--- src/rtl/wtve_pkg.sv ---
// Shared types and constants for the windowed track velocity estimator.
`timescale 1ns / 1ps

package wtve_pkg;

    localparam int POS_W  = 32;
    localparam int SEC_W  = 32;
    localparam int USEC_W = 20;
    localparam int T_W    = 52;
    localparam int VEL_W  = 32;
    localparam int SHF_W  = 33;
    localparam int ICNT_W = 4;
    localparam int CFG_W  = 5;
    localparam int DIV_W  = 53;

    localparam logic [USEC_W-1:0] USEC_PER_SEC  = 20'd1000000;
    localparam logic [CFG_W-1:0]  WINDOW_RESET  = 5'd8;

    // Command strobes from the controller to the datapath.
    typedef struct packed {
        logic load;
        logic rd_prev;
        logic wr_sample;
        logic rd_old;
        logic mul;
        logic div_start;
        logic acc;
        logic mean_start;
        logic out_load;
    } t_cmd;

    // Status from the datapath back to the controller.
    typedef struct packed {
        logic has_int;
        logic dt_pos;
        logic div_done;
    } t_sts;

endpackage

--- src/rtl/wtve_ctrl.sv ---
// Controller state machine: sequences one sample through the datapath.
`timescale 1ns / 1ps

module wtve_ctrl (
    input  logic           i_clk,
    input  logic           i_rst_n,
    input  logic           i_valid,
    output logic           o_ready,
    output logic           o_valid,
    input  logic           i_ready,
    output wtve_pkg::t_cmd o_cmd,
    input  wtve_pkg::t_sts i_sts
);

    import wtve_pkg::*;

    typedef enum logic [10:0] {
        S_IDLE  = 11'b000_0000_0001,
        S_TIME  = 11'b000_0000_0010,
        S_WRITE = 11'b000_0000_0100,
        S_OLD   = 11'b000_0000_1000,
        S_MUL   = 11'b000_0001_0000,
        S_VDIV  = 11'b000_0010_0000,
        S_VWAIT = 11'b000_0100_0000,
        S_ACC   = 11'b000_1000_0000,
        S_MDIV  = 11'b001_0000_0000,
        S_MWAIT = 11'b010_0000_0000,
        S_FIN   = 11'b100_0000_0000
    } t_state;

    t_state r_state, n_state;
    logic   r_out_valid, n_out_valid;
    logic   out_free;

    always_comb begin
        n_state     = r_state;
        n_out_valid = r_out_valid;
        o_cmd       = '0;
        out_free    = !r_out_valid || i_ready;
        if (r_out_valid && i_ready) begin
            n_out_valid = 1'b0;
        end
        unique case (r_state)
            S_IDLE: begin
                if (i_valid) begin
                    o_cmd.load = 1'b1;
                    n_state    = S_TIME;
                end
            end
            S_TIME: begin
                o_cmd.rd_prev = 1'b1;
                n_state       = S_WRITE;
            end
            S_WRITE: begin
                o_cmd.wr_sample = 1'b1;
                n_state         = S_OLD;
            end
            S_OLD: begin
                o_cmd.rd_old = 1'b1;
                n_state      = S_MUL;
            end
            S_MUL: begin
                o_cmd.mul = 1'b1;
                priority if (!i_sts.has_int) begin
                    n_state = S_FIN;
                end else if (i_sts.dt_pos) begin
                    n_state = S_VDIV;
                end else begin
                    n_state = S_ACC;
                end
            end
            S_VDIV: begin
                o_cmd.div_start = 1'b1;
                n_state         = S_VWAIT;
            end
            S_VWAIT: begin
                if (i_sts.div_done) begin
                    n_state = S_ACC;
                end
            end
            S_ACC: begin
                o_cmd.acc = 1'b1;
                n_state   = S_MDIV;
            end
            S_MDIV: begin
                o_cmd.mean_start = 1'b1;
                n_state          = S_MWAIT;
            end
            S_MWAIT: begin
                if (i_sts.div_done) begin
                    n_state = S_FIN;
                end
            end
            S_FIN: begin
                if (out_free) begin
                    o_cmd.out_load = 1'b1;
                    n_out_valid    = 1'b1;
                    n_state        = S_IDLE;
                end
            end
            default: begin
                n_state = S_IDLE;
            end
        endcase
    end

    always_ff @(posedge i_clk) begin
        if (!i_rst_n) begin
            r_state     <= S_IDLE;
            r_out_valid <= 1'b0;
        end else begin
            r_state     <= n_state;
            r_out_valid <= n_out_valid;
        end
    end

    assign o_ready = (r_state == S_IDLE);
    assign o_valid = r_out_valid;

endmodule

--- config.mk ---
export PLATFORM = sky130hd
export DESIGN_NAME = wtve_ctrl
export DESIGN_NICKNAME = d
export VERILOG_FILES = /design/src/rtl/wtve_pkg.sv /design/src/rtl/wtve_ctrl.sv
export SDC_FILE = /design/constraint.sdc
export NUM_CORES = 1
export LEC_CHECK = 0
export BUFFER_PORTS_ARGS = -buffer_cell sky130_fd_sc_hd__buf_2
export CORE_UTILIZATION = 55
export CTS_CLUSTER_SIZE = 24
export DETAILED_ROUTE_END_ITERATION = 8
export PLACE_DENSITY_LB_ADDON = 0.12
export SLEW_MARGIN = 20
export SYNTH_ARGS = -nofsm -noshare
export SYNTH_HDL_FRONTEND = slang
export SYNTH_SLANG_ARGS = --single-unit
--- constraint.sdc ---
create_clock -name i_clk -period 4.65 [get_ports i_clk]
set_input_delay 0.465 -clock i_clk [delete_from_list [all_inputs] [get_ports i_clk]]
set_output_delay 0.465 -clock i_clk [all_outputs]
set_load 0.02 [all_outputs]
==> run metrics <==
height of the die 39.1 um; Syn Std Cell Area 757 um^2; count of final setup violators 0; yosys warns 0; CTS Buf Count 3; Sequential Area roughly 240 um^2; Max Slew Vio Count 0; clock slew at reported path FFs 0.07 ns; min Tclk post-route ~2.4 ns; DR vias 697; Antenna diodes 0; Rows 13; nets 117; unrepaired setup endpoints after global routing false; Worst IR Drop VDD about 0.00013 V; all-layer global routing usage approximately a quarter; setup TNS 0 ns; slowest cell delay on critical path between 0.3 and 0.4 ns; # Post-CTS Setup Buffers 0; Leak 0.359 nW; max-cap check violation count 0; Final ANT Viol Nets 0; final instance area between 800 and 900 um^2; total congestion overflow 0; Vias/cell roughly 5.6; IO Count 18; CTS tree built; Clock Path Buffers 2; syn avg cell area around 8.1 um^2; 1st-pass router iterations 4; Pwr Density about 250 mW/mm^2; CTS root buffer clkbuf_4; CP startpoint kind flop; Initial DRC Count 13; syn_nets slightly above 100; WS Path Type flop to primary output; worst skew pair latency about 0.26 ns; Seq/Total Area, Yosys a little under a third; slowest cell on the critical path nor3_1; Period Utilization, post-route 50.6%; Die Width approximately 40 um; area post-placement between 800 and 900 um^2; CP required 4.18 ns; #FFs+latches synth 12; worst path cell trace nor3_1, nand2_1, nor3_1, nand2_1, nor3b_1, buf_2; mean routed wirelength per cell 12.2 um; fill cell count roughly 120; final hold viol count 0; Placer Congestion between 0.8 and 0.9; CORE AREA about 0.0013 mm^2; Core Util, Final between 60% and 70%; # DRC 0; Post-Syn Instances 94; cts hold-fix bufs 0; HP Class input pin to flop; I/O Buffers 17; crit path capture type primary output; outcome complete, no violations; initial antenna violation count 0; skew final 0.00410 ns; share of cells above drive strength 1 approximately 25%; H-tree Lvls 1; post_cts resized 0; Die Area between 0.0015 and 0.002 mm^2; final WL 1.51 mm; dpl hpwl 1.17 mm; vias in the first global route 595; Starting Density 58.9%; worst rel slew slack 71.1%; Worst EP arrival roughly 1.9 ns; area of the multi-input gates roughly 470 um^2; Cell variety after synth 39; CTS Sinks 12; Worst Max-Slew Pin Slew between 0.4 and 0.5 ns; Max Freq between 400 and 500 MHz; CP max FO 5; first-pass GRT wire length roughly 2.5 mm; P&R area growth vs syn 13.9%; maximum number of pins on one net before global-route repair 15
## stage by stage
step	instances	power (W)	setup WS, ns	hold WS (ns)
3_3_place_gp	120	0.000140	2.61	0.514
5_1_grt	124	0.000232	1.95	0.440
4_1_cts	124	0.000224	2.32	0.414
6_report	124	0.000219	2.30	0.422
2_1_floorplan	94	0.000132	2.46	0.509
3_5_place_dp	120	0.000140	2.62	0.526
## worst max-delay path, delay by kind of cell, from the launching register on
kind | cells | cell delay (ns)
buf+inv | 1 | 0.19
flops | 1 | 0.34
simple gates | 5 | 1.09
## synthesized netlist by cell type, drive strengths merged
cell	instances	area (um^2)
o21ai	3	15.0
and4b	1	10.0
dfxtp	12	240
a21boi	1	7.51
or3b	1	8.76
or3	1	6.26
nand2b	3	18.8
o31ai	1	7.51
o41a	1	11.3
o21a	2	15.0
nand2	11	43.8
a211oi	1	7.51
nor4	5	46.3
and2	2	12.5
and3	6	37.5
xor2	1	8.76
nand3	2	10.0
nor2b	3	18.8
o311a	1	10.0
xnor2	1	8.76
nor3	6	30.0
a31oi	1	6.26
a21o	1	7.51
nor2	7	28.8
nor3b	1	7.51
or4	2	22.5
inv	3	11.3
nand4b	1	8.76
nor4b	3	26.3
buf	3	23.8
a21oi	1	5.00
clkbuf	3	11.3
o211ai	2	15.0
a32oi	1	8.76
## sequential cells by signal, summed over array words and instances, names as in the netlist
name,flops
o_valid,1
r_state,11
## worst paths after layout
path                            startpoint    endpoint  slack, ns  cells past startpoint
worst max-delay path            r_state[7]    o_cmd[6]       2.30                      6
worst min-delay path              i_sts[1]  r_state[5]       0.42                      3
worst max register to register  r_state[9]  r_state[0]       2.87                      4
worst min register to register     o_valid     o_valid       0.53                      2
## area by class of cell
type                    instances  share of cell area [%]
clock buffers                   4                    4.21
flip-flops and latches         12                    27.9
inverters                       3                    1.31
repair buffers                 17                    9.87
multi-input cells              73                    54.6
well taps                      15                    2.18
## metal layers
layer | up-vias | GRT usage (%) | part of all wire, %
met2 | 12 | 36.3 | 43
met5 | - | 0 | 0
met1 | 308 | 34.0 | 52
li1 | 375 | - | -
met4 | 0 | 10.3 | 0.93
met3 | 2 | 3.47 | 3.4
## cells in the final DEF (no fill, tap or decap), drive strengths merged
master	Yosys	final
a21o	1	1
nor4b	3	3
nand4b	1	1
nor3b	1	1
a32oi	1	1
nand3	2	2
xnor2	1	1
dfxtp	12	12
and4b	1	1
buf	3	17
o211ai	2	2
xor2	1	1
and3	6	6
nor2	7	7
inv	3	3
a21boi	1	1
o311a	1	1
o21a	2	2
clkbuf	3	4
or4	2	2
and2	2	2
nor4	5	5
a211oi	1	1
nand2	11	11
o21ai	3	3
or3	1	1
nor3	6	6
a31oi	1	1
a21oi	1	1
or3b	1	1
nor2b	3	3
o31ai	1	1
o41a	1	1
nand2b	3	3
## power by group
part / switching [W] / internal (W)
registers: 0.00000229 / 0.000105
logic: 0.0000187 / 0.0000126
clock network: 0.0000338 / 0.0000475
total: 0.0000548 / 0.000165
## logic make-up after synthesis
group                     share of synthesized area [%]
and+or+nand+nor                                    44.5
xor gates and xnor gates                           2.31
AOI/OAI and AO/OA                                  15.4
DFF                                                31.7
buffers and inverters                              6.12
(Power assumes the default switching activity.)
